==> src/rtl/core/sprq_pkg.sv <==
`timescale 1ns / 1ps

package sprq_pkg;

  localparam int TASK_W   = 6;
  localparam int KIND_W   = 2;
  localparam int PRIO_W   = 2;
  localparam int STATUS_W = 2;

  localparam logic [KIND_W-1:0] KIND_RESUME  = 2'd0;
  localparam logic [KIND_W-1:0] KIND_YIELD   = 2'd1;
  localparam logic [KIND_W-1:0] KIND_SUSPEND = 2'd2;

  localparam logic [STATUS_W-1:0] ST_OK     = 2'd0;
  localparam logic [STATUS_W-1:0] ST_REJECT = 2'd1;
  localparam logic [STATUS_W-1:0] ST_EMPTY  = 2'd2;

  typedef struct packed {
    logic [KIND_W-1:0] kind;
    logic [TASK_W-1:0] task_id;
    logic [PRIO_W-1:0] priority_req;
  } sprq_in_t;

  typedef struct packed {
    logic [TASK_W-1:0]   running_task;
    logic [TASK_W-1:0]   previous_task;
    logic                switched;
    logic [STATUS_W-1:0] status;
  } sprq_out_t;

endpackage

==> src/rtl/core/sprq_link_mem.sv <==
`timescale 1ns / 1ps

module sprq_link_mem
  import sprq_pkg::*;
#(
  parameter int DEPTH = 64
) (
  input  logic                     clk,
  input  logic                     we,
  input  logic [$clog2(DEPTH)-1:0] waddr,
  input  logic [TASK_W-1:0]        wdata,
  input  logic [$clog2(DEPTH)-1:0] raddr,
  output logic [TASK_W-1:0]        rdata
);

  logic [TASK_W-1:0] mem [DEPTH];
  logic [TASK_W-1:0] rdata_r;

  // A read of the address written in the same cycle returns the new word.
  always_ff @(posedge clk) begin
    if (we) begin
      mem[waddr] <= wdata;
    end
    if (we && (waddr == raddr)) begin
      rdata_r <= wdata;
    end else begin
      rdata_r <= mem[raddr];
    end
  end

  assign rdata = rdata_r;

endmodule

==> src/rtl/core/sprq_core.sv <==
`timescale 1ns / 1ps

module sprq_core
  import sprq_pkg::*;
#(
  parameter int NUM_LEVELS = 4,
  parameter int NUM_TASKS  = 64
) (
  input  logic      clk,
  input  logic      rst_n,
  input  logic      item_vld,
  input  sprq_in_t  item,
  output sprq_out_t result
);

  localparam int LW = (NUM_LEVELS > 1) ? $clog2(NUM_LEVELS) : 1;
  localparam int AW = $clog2(NUM_TASKS);

  logic [NUM_LEVELS-1:0] ne_r, ne_nxt;
  logic [TASK_W-1:0]     head_r [NUM_LEVELS];
  logic [TASK_W-1:0]     head_nxt [NUM_LEVELS];
  logic [TASK_W-1:0]     tail_r [NUM_LEVELS];
  logic [TASK_W-1:0]     tail_nxt [NUM_LEVELS];
  logic [TASK_W-1:0]     sec_r [NUM_LEVELS];
  logic [TASK_W-1:0]     sec_nxt [NUM_LEVELS];
  logic [NUM_TASKS-1:0]  ready_r, ready_nxt;
  logic [TASK_W-1:0]     run_id_r, run_id_nxt;
  logic [LW-1:0]         run_lvl_r, run_lvl_nxt;
  logic                  fill_r, fill_nxt;
  logic [LW-1:0]         fill_lvl_r, fill_lvl_nxt;

  logic              link_we;
  logic [AW-1:0]     link_waddr;
  logic [TASK_W-1:0] link_wdata;
  logic [AW-1:0]     link_raddr;
  logic [TASK_W-1:0] link_rdata;

  sprq_link_mem #(
    .DEPTH(NUM_TASKS)
  ) u_link_mem (
    .clk  (clk),
    .we   (link_we),
    .waddr(link_waddr),
    .wdata(link_wdata),
    .raddr(link_raddr),
    .rdata(link_rdata)
  );

  // The successor of each level's head is kept in a register; after a pop the
  // new successor arrives from the link store in the next cycle and is merged here.
  always_comb begin
    logic              is_resume;
    logic              is_yield;
    logic              is_suspend;
    logic              tid_ok;
    logic              resume_ok;
    logic              do_app;
    logic [LW-1:0]     app_lvl;
    logic [TASK_W-1:0] app_id;
    logic [LW-1:0]     preq_lvl;
    logic              found;
    logic [LW-1:0]     pop_lvl;
    logic              do_pop;
    logic [STATUS_W-1:0] status;

    for (int i = 0; i < NUM_LEVELS; i++) begin
      sec_nxt[i] = (fill_r && (fill_lvl_r == LW'(i))) ? link_rdata : sec_r[i];
    end
    head_nxt    = head_r;
    tail_nxt    = tail_r;
    ne_nxt      = ne_r;
    ready_nxt   = ready_r;
    run_id_nxt  = run_id_r;
    run_lvl_nxt = run_lvl_r;
    status      = ST_OK;

    is_resume  = item_vld && (item.kind == KIND_RESUME);
    is_yield   = item_vld && (item.kind == KIND_YIELD);
    is_suspend = item_vld && (item.kind == KIND_SUSPEND);
    tid_ok     = int'(item.task_id) < NUM_TASKS;
    resume_ok  = is_resume && tid_ok && !ready_r[AW'(item.task_id)];
    preq_lvl   = (int'(item.priority_req) >= NUM_LEVELS) ? LW'(NUM_LEVELS - 1)
                                                         : LW'(item.priority_req);

    do_app  = resume_ok || is_yield;
    app_lvl = is_yield ? run_lvl_r : preq_lvl;
    app_id  = is_yield ? run_id_r : item.task_id;

    link_we    = 1'b0;
    link_waddr = AW'(tail_r[app_lvl]);
    link_wdata = app_id;

    if (resume_ok) begin
      ready_nxt[AW'(item.task_id)] = 1'b1;
    end
    if (is_resume && !resume_ok) begin
      status = ST_REJECT;
    end

    if (do_app) begin
      if (ne_r[app_lvl]) begin
        link_we = 1'b1;
        tail_nxt[app_lvl] = app_id;
        if (head_r[app_lvl] == tail_r[app_lvl]) begin
          sec_nxt[app_lvl] = app_id;
        end
      end else begin
        head_nxt[app_lvl] = app_id;
        tail_nxt[app_lvl] = app_id;
        ne_nxt[app_lvl]   = 1'b1;
      end
    end

    found   = 1'b0;
    pop_lvl = '0;
    for (int i = NUM_LEVELS - 1; i >= 0; i--) begin
      if (ne_nxt[i]) begin
        found   = 1'b1;
        pop_lvl = LW'(i);
      end
    end

    do_pop       = (is_yield || is_suspend) && found;
    fill_nxt     = 1'b0;
    fill_lvl_nxt = pop_lvl;
    link_raddr   = AW'(sec_nxt[pop_lvl]);

    if (is_suspend && !found) begin
      status = ST_EMPTY;
    end

    if (do_pop) begin
      run_id_nxt  = head_nxt[pop_lvl];
      run_lvl_nxt = pop_lvl;
      if (is_suspend) begin
        ready_nxt[AW'(run_id_r)] = 1'b0;
      end
      if (head_nxt[pop_lvl] == tail_nxt[pop_lvl]) begin
        ne_nxt[pop_lvl] = 1'b0;
      end else begin
        head_nxt[pop_lvl] = sec_nxt[pop_lvl];
        if (sec_nxt[pop_lvl] != tail_nxt[pop_lvl]) begin
          fill_nxt = 1'b1;
        end
      end
    end

    result.running_task  = run_id_nxt;
    result.previous_task = run_id_r;
    result.switched      = run_id_nxt != run_id_r;
    result.status        = status;
  end

  always_ff @(posedge clk) begin
    if (!rst_n) begin
      ne_r       <= '0;
      ready_r    <= NUM_TASKS'(1);
      run_id_r   <= '0;
      run_lvl_r  <= LW'(NUM_LEVELS - 1);
      fill_r     <= 1'b0;
      fill_lvl_r <= '0;
      for (int i = 0; i < NUM_LEVELS; i++) begin
        head_r[i] <= '0;
        tail_r[i] <= '0;
        sec_r[i]  <= '0;
      end
    end else begin
      ne_r       <= ne_nxt;
      ready_r    <= ready_nxt;
      run_id_r   <= run_id_nxt;
      run_lvl_r  <= run_lvl_nxt;
      fill_r     <= fill_nxt;
      fill_lvl_r <= fill_lvl_nxt;
      head_r     <= head_nxt;
      tail_r     <= tail_nxt;
      sec_r      <= sec_nxt;
    end
  end

endmodule

==> src/rtl/core/strict_priority_ready_queue_unit.sv <==
`timescale 1ns / 1ps

// Strict priority ready queue with one FIFO of task ids per level, level 0
// highest. A command word is taken whenever start is high and busy is low;
// busy stays low, so a new word can be issued in every cycle. Each word gives
// exactly one result word; the word is registered in in_r, the core's result
// in out_r, and is shown on out_result for one cycle while out_valid is high;
// the receiver cannot stall it and must take it then. The queue state is
// updated once per word; a popped task's successor is refetched from the link
// store in the following cycle. No clearing pass is needed after reset.
module strict_priority_ready_queue_unit
  import sprq_pkg::*;
#(
  parameter int NUM_LEVELS = 4,
  parameter int NUM_TASKS  = 64
) (
  input  logic      clk,
  input  logic      rst_n,
  input  logic      start,
  output logic      busy,
  input  sprq_in_t  in_item,
  output logic      out_valid,
  output sprq_out_t out_result
);

  logic      in_vld_r;
  sprq_in_t  in_r;
  logic      out_valid_r;
  sprq_out_t out_r;
  sprq_out_t core_result;

  assign busy = 1'b0;

  always_ff @(posedge clk) begin
    if (!rst_n) begin
      in_vld_r    <= 1'b0;
      out_valid_r <= 1'b0;
    end else begin
      in_vld_r    <= start && !busy;
      out_valid_r <= in_vld_r;
    end
  end

  always_ff @(posedge clk) begin
    in_r  <= in_item;
    out_r <= core_result;
  end

  sprq_core #(
    .NUM_LEVELS(NUM_LEVELS),
    .NUM_TASKS (NUM_TASKS)
  ) u_core (
    .clk     (clk),
    .rst_n   (rst_n),
    .item_vld(in_vld_r),
    .item    (in_r),
    .result  (core_result)
  );

  assign out_valid  = out_valid_r;
  assign out_result = out_r;

endmodule
==> config.mk <==
export PLATFORM = sky130hd
export DESIGN_NAME = strict_priority_ready_queue_unit
export DESIGN_NICKNAME = d
export VERILOG_FILES = /design/src/rtl/core/sprq_pkg.sv /design/src/rtl/core/sprq_link_mem.sv /design/src/rtl/core/sprq_core.sv /design/src/rtl/core/strict_priority_ready_queue_unit.sv
export SDC_FILE = /design/constraint.sdc
export NUM_CORES = 1
export LEC_CHECK = 0
export BUFFER_PORTS_ARGS = -buffer_cell sky130_fd_sc_hd__buf_2
export CELL_PAD_IN_SITES_DETAIL_PLACEMENT = 0
export CELL_PAD_IN_SITES_GLOBAL_PLACEMENT = 1
export CORE_UTILIZATION = 45
export DETAILED_ROUTE_END_ITERATION = 16
export GPL_TIMING_DRIVEN = 0
export PLACE_DENSITY = 0.68
export REMOVE_ABC_BUFFERS = 1
export SYNTH_ARGS = -nofsm -noshare
export SYNTH_HDL_FRONTEND = slang
export SYNTH_HIERARCHICAL = 1
export SYNTH_SLANG_ARGS = --single-unit
==> constraint.sdc <==
create_clock -name clk -period 6.3 [get_ports clk]
set_input_delay 0.63 -clock clk [delete_from_list [all_inputs] [get_ports clk]]
set_output_delay 0.63 -clock clk [all_outputs]
set_load 0.1 [all_outputs]
==> impl_metrics.env, run 1 <==
export IMPL_seqCellArea_mm2=0.0152
export IMPL_synth_edf_count=384
export IMPL_critPathKind="flop to flop"
export IMPL_cts_buffers=59
export IMPL_drc=0
export IMPL_fin_skew_ns=0.0200
export IMPL_cts_root_buf="clkbuf_16"
export IMPL_synth_cells=1839
export IMPL_wl_per_cell_um=25.4
export IMPL_syn_area_per_cell_um2=13.3
export IMPL_layout_nets=1852
export IMPL_async_flop_share_pct=0
export IMPL_cp_max_fo=16
export IMPL_grt_max_degree=96
export IMPL_post_cts_setup_buffer_count=0
export IMPL_fmax_ghz=0.163
export IMPL_cellPowerDensity_mw_per_mm2=291
export IMPL_hold_buffers=0
export IMPL_insertion_delay_ns=0.63
export IMPL_tns_ns=0
export IMPL_mostFrequentLayoutCells="384 x edfxtp_1, 196 x nor2_1, 180 x dfxtp_1"
export IMPL_syn_to_final_growth_pct=11.6
export IMPL_crit_required_ns=6.86
export IMPL_core_mm2=0.0538
export IMPL_die_w_um=235
export IMPL_cp_start_kind="flop"
export IMPL_rsz0062_at_grt="false"
export IMPL_whs_path_depth=1
export IMPL_drv_cap=0
export IMPL_cts_tree="yes"
export IMPL_netlist_area_mm2=0.0245
export IMPL_fp_dieH_um=235
export IMPL_hold_viol=0
export IMPL_htree_levels=2
export IMPL_maxSlewViolCount=0
export IMPL_synthDistinctLibCells=83
export IMPL_first_iter_violations=1834
export IMPL_grt_use_total_pct=23.6
export IMPL_hpwlAfterDp_um=42100
export IMPL_p_leak_uw=0.00902
export IMPL_cts_resized=0
export IMPL_drt_vias_per_instance=6.07
export IMPL_antenna_found_initial=0
export IMPL_n_fill_cell=4608
export IMPL_clock_path_buffers=3
export IMPL_ys_warn_count=6
export IMPL_die_area_mm2=0.0553
export IMPL_seq_area_frac_synth_pct=62.2
export IMPL_period_needed_ns=6.14
export IMPL_ff2ff_path_depth=13
export IMPL_grt_pass1_vias=15400
export IMPL_clock_sinks=568
export IMPL_drive_above_1_share_pct=14.6
export IMPL_mostFrequentLayoutCell="edfxtp_1"
export IMPL_outcome="completed"
export IMPL_num_antenna_cells=0
export IMPL_fin_util_pct=50.8
export IMPL_slew_headroom_pct=1.78
export IMPL_grt_overflow_total=0
export IMPL_place_congestion=0.857
export IMPL_worstMarginPinSlew_ns=1.47
export IMPL_ant_nets=0
export IMPL_hp_class="input port to flop"
export IMPL_synth_seq_cells=568
export IMPL_grt_pass1_wl_um=98000
export IMPL_ios=30
export IMPL_routed_wl_um=65500
export IMPL_rows=85
export IMPL_clk_pin_slew_ns=0.06
export IMPL_port_buffers=28
export IMPL_dr_pass1_iters=5
export IMPL_ir_drop_mv=0.211
export IMPL_crit_arrival_ns=6.70
export IMPL_worst_setup_path_end_kind="flop"
export IMPL_dominantRegCellSynth="edfxtp_1"
export IMPL_start_util_pct=45.5
export IMPL_setup_violations_final=0
export IMPL_via_count=15700
export IMPL_final_period_utilization_pct=97.5
export IMPL_multi_input_area_mm2=0.00872
[cell usage after synthesis (17+ instances only)]
library cell  instances  area (µm²)
o22ai_1              17         106
mux4_2               87        1960
nor2_1              196         736
mux2i_1             122        1220
nand3_1              41         205
o21ai_0              89         445
xor2_1               18         158
edfxtp_1            384       11500
nor3_1               23         115
nor2b_1              17         106
inv_1                17        63.8
nand2_1             109         409
buf_2                18        90.1
a21oi_1              98         490
clkbuf_1             65         244
and2_1               27         169
xnor2_1              19         166
a22oi_1              17         128
o211ai_1             24         180
dfxtp_1             184        3680
[final timing paths]
path | from | endpoint | slack (ns)
setup reg to reg | in_r[3] | u_core/head_r[11] | 0.16
setup / recovery | in_r[3] | u_core/head_r[11] | 0.16
hold reg to reg | u_core/ready_r[0] | u_core/ready_r[0] | 0.49
hold / removal | in_item[8] | in_r[8] | 0.09
[layout make-up]
| type | instances | area share (%) |
|---|---|---|
| tap | 696 | 3.19 |
| clock inverter | 36 | 1.47 |
| timing repair buffer | 45 | 1.72 |
| sequential | 568 | 55.7 |
| inverter | 20 | 0.284 |
| clock buffer | 72 | 5.74 |
| multi-input combinational | 1145 | 31.9 |
[sequential cells by signal (all words and copies together) (netlist names), 4 cells and up, named ones only]
register	flops
u_core/sec_r	24
u_core/run_id_r	6
u_core/u_link_mem/mem	384
u_core/head_r	24
u_core/tail_r	24
u_core/ready_r	64
u_core/ne_r	4
out_result	15
in_r	10
[where the power goes]
part / switching [µW] / internal, µW / total, µW / leakage (µW)
clock network: 1470 / 2060 / 3530 / 0.000951
logic: 287 / 118 / 405 / 0.00313
registers: 28.9 / 4000 / 4030 / 0.00495
[routing by layer]
layer | part of all wire (%) | vias to the layer above | global-route usage (%)
met5 | 0 | - | 0
met4 | 3.9 | 0 | 9.82
met3 | 6.7 | 159 | 3.72
met2 | 46 | 596 | 36.8
met1 | 43 | 7867 | 32.9
li1 | - | 7059 | -
[critical path: stages (launching register included)]
cell       delay, ns
dfxtp_1         0.41
nor2b_1         0.83
a22oi_1         0.25
nand3_1         0.21
nand4_1         0.32
o31ai_1         0.58
nand3b_1        0.68
a21boi_0        0.37
a2111oi_2       0.77
xor2_1          0.20
o21ai_1         0.15
nor4_4          0.58
or3_1           0.47
mux2i_1         0.25
[cell families (layout without fill, tap and decap cells)]
group	count (synthesis)	after routing	synth area share (%)
buffers and inverters	126	173	2.56
muxes	232	232	14.4
other	1	1	0.0153
DFF	568	568	62.2
xor gates and xnor gates	37	37	1.32
and+or+nand+nor	521	521	10.3
AOI/OAI and AO/OA	354	354	9.22
[stage by stage]
stage / std cells / hold WS (ns) / worst slack [ns] / area (µm²) / total power (µW)
2_1_floorplan: 1733 / 0.448 / -0.481 / 23900 / 4340
3_5_place_dp: 2474 / 0.472 / 0.143 / 25300 / 4500
4_1_cts: 2582 / 0.0607 / 0.0899 / 27300 / 8030
5_1_grt: 2582 / 0.0768 / 0.00169 / 27300 / 8200
3_3_place_gp: 2457 / 0.479 / -3.20 / 24900 / 4490
6_report: 2582 / 0.0928 / 0.157 / 27300 / 7960
No activity file was read; power rests on OpenSTA's default activity.
==> inputs of run 2 (changes only) <==
- CORE_MARGIN: not set -> 2
- CORE_UTILIZATION: 45 -> 30
- PLACE_DENSITY: 0.68 -> 0.49
==> run 2 against run 1 <==
Core utilization down 16 points. Total power up 3.2%. Highest routed layer unchanged. Critical path depth up 1. Final area up 3.0%. Global-route usage down 5.6 points. Sequential power about the same. Die area up 52%. Critical path type unchanged. First-iteration DRC count down 31%. Register-to-register slack about the same. Combinational power up 6.9%. Sequential share of layout area down 1.6 points.
==> impl_metrics.env, run 2 (synthesis results as in run 1) <==
export IMPL_hold_viol=0
export IMPL_port_buffers=28
export IMPL_final_area_mm2=0.0281
export IMPL_regToRegEndpoint="u_core/head_r[6]"
export IMPL_cp_top_family="simple AND/OR/NAND/NOR gates"
export IMPL_clock_path_buffers=3
export IMPL_die_w_um=290
export IMPL_maxSlewViolCount=0
export IMPL_ios=30
export IMPL_drt_vias_per_instance=5.31
export IMPL_cp_start_kind="flop"
export IMPL_worstMarginPinSlew_ns=1.41
export IMPL_cellPowerDensity_mw_per_mm2=292
export IMPL_dr_pass1_iters=7
export IMPL_p_comb_share_pct=5.3
export IMPL_via_count=15800
export IMPL_min_delay_start="in_item[5]"
export IMPL_drv_cap=0
export IMPL_critPathSlowestCell="nor2_1"
export IMPL_p_leak_uw=0.00924
export IMPL_syn_to_final_growth_pct=15.0
export IMPL_holdPathEnd="in_r[5]"
export IMPL_setup_ws_ns=0.157
export IMPL_regToRegStartpoint="in_r[2]"
export IMPL_fin_skew_ns=0.0394
export IMPL_cts_tree="yes"
export IMPL_place_congestion=0.802
export IMPL_ff2ff_path_depth=14
export IMPL_clk_pin_slew_ns=0.05
export IMPL_first_iter_violations=1269
export IMPL_fmax_ghz=0.163
export IMPL_r2r_slack_ns=0.16
export IMPL_cp_num_buf_inv=1
export IMPL_grt_overflow_total=0
export IMPL_crit_arrival_ns=6.66
export IMPL_crit_top_cell="mux2i_1"
export IMPL_antenna_found_initial=0
export IMPL_reg_top3="u_core/u_link_mem/mem x384, u_core/ready_r x64"
export IMPL_crit_required_ns=6.82
export IMPL_cts_buffers=66
export IMPL_cp_max_fo=31
export IMPL_period_needed_ns=6.14
export IMPL_cpPeakStageDelay_ns=0.83
export IMPL_wl_per_cell_um=25.3
export IMPL_mostFrequentLayoutCell="edfxtp_1"
export IMPL_hp_class="input port to flop"
export IMPL_seq_power_share_pct=49.0
export IMPL_die_area_mm2=0.0839
export IMPL_ir_drop_mv=0.152
export IMPL_mostFrequentLayoutCells="384 x edfxtp_1, 196 x nor2_1, 180 x dfxtp_1"
export IMPL_whs_path_depth=1
export IMPL_grt_pass1_vias=16000
export IMPL_setup_violations_final=0
export IMPL_clockPowerShare_pct=45.7
export IMPL_drive_above_1_share_pct=16.1
export IMPL_layout_nets=1881
export IMPL_dp_cells=2842
export IMPL_largest_register_ffs=384
export IMPL_fp_dieH_um=290
export IMPL_tns_ns=0
export IMPL_insertion_delay_ns=0.62
export IMPL_switchingPower_uw=1880
export IMPL_p_sw_share_pct=22.9
export IMPL_slew_headroom_pct=4.92
export IMPL_core_mm2=0.0807
export IMPL_path_cells="buf_12, mux2i_1, a22oi_1, nand3_1, and4_1, a21o_2, a21oi_2, nor2_1, a221o_1, a21oi_1, or4_1, nor4_4, or3_1, mux2i_1"
export IMPL_drc=0
export IMPL_hpwlAfterDp_um=48200
export IMPL_rows=104
export IMPL_final_period_utilization_pct=97.5
export IMPL_htree_levels=3
export IMPL_fin_cells=2973
export IMPL_hold_buffers=0
export IMPL_outcome="completed"
export IMPL_num_antenna_cells=0
export IMPL_placed_cell_area_mm2=0.0258
export IMPL_post_place_ws_ns=-0.190
export IMPL_grt_use_total_pct=17.9
export IMPL_grt_max_degree=98
export IMPL_routed_wl_um=75200
export IMPL_critPathKind="flop to flop"
export IMPL_ant_nets=0
export IMPL_start_util_pct=30.3
export IMPL_p_int_uw=6340
export IMPL_cts_root_buf="clkbuf_16"
export IMPL_regMostFlops="u_core/u_link_mem/mem"
export IMPL_worst_setup_path_end_kind="flop"
export IMPL_grt_pass1_wl_um=110000
export IMPL_clock_sinks=568
run 2: cell types whose count changed in the layout (fill, tap and decap cells not counted), sizes merged:
cell and change:
buf +22, clkbuf +13, bufinv -3, clkinvlp -3, clkinv -2
run 2: through the flow:
stage	hold WS [ns]	power (µW)	util, %
6_report	0.127	8210	34.9
5_1_grt	0.101	8500	34.9
4_1_cts	0.0878	8320	34.7
3_5_place_dp	0.485	4530	32.0
3_3_place_gp	0.480	4520	31.5
2_1_floorplan	0.448	4340	-
run 2: layout make-up:
| cell class | count | area (µm²) |
|---|---|---|
| multi-input cells | 1145 | 8740 |
| inverters | 20 | 77.6 |
| fillers | 7947 | 52500 |
| clock inverters | 28 | 273 |
| repair buffers | 67 | 676 |
| well taps | 1060 | 1330 |
| clock buffers | 85 | 1830 |
| flip-flops and latches | 568 | 15200 |
run 2: how the worst max path moves through the flow:
stage / cells past startpoint / from / slack [ns] / end
after floorplan: 12 / flop / -0.48 / u_core/fill_r
after CTS: 14 / in_r[2] / 0.009 / u_core/head_r[6]
final: 14 / in_r[2] / 0.16 / u_core/head_r[6]
after detailed placement: 12 / in_r[8] / -0.19 / u_core/head_r[1]
after global routing: 12 / in_r[8] / -0.002 / u_core/head_r[6]
after global placement: 13 / flop / -3.69 / u_core/fill_r
run 2: per-layer routing:
layer | global-route usage (%) | share of wire [%] | vias up
met5 | 0 | 0 | -
met4 | 6.58 | 3.4 | 0
met3 | 2.86 | 5.0 | 131
met2 | 28.5 | 46 | 459
met1 | 24.7 | 45 | 8059
li1 | - | - | 7126
run 2: what timing repair did:
action,CTS,global route
setup endpoints to repair,28,28
gates resized for setup,5,3
setup buffers,0,18
pin swaps,0,4
run 2: power groups by stage:
stage | registers, µW | clock network [µW] | logic (µW)
floorplan | 4110 | 0 | 223
global placement | 4130 | 0 | 393
detailed placement | 4110 | 0 | 423
CTS | 4030 | 3870 | 426
global route | 4030 | 4010 | 461
finish | 4030 | 3750 | 433
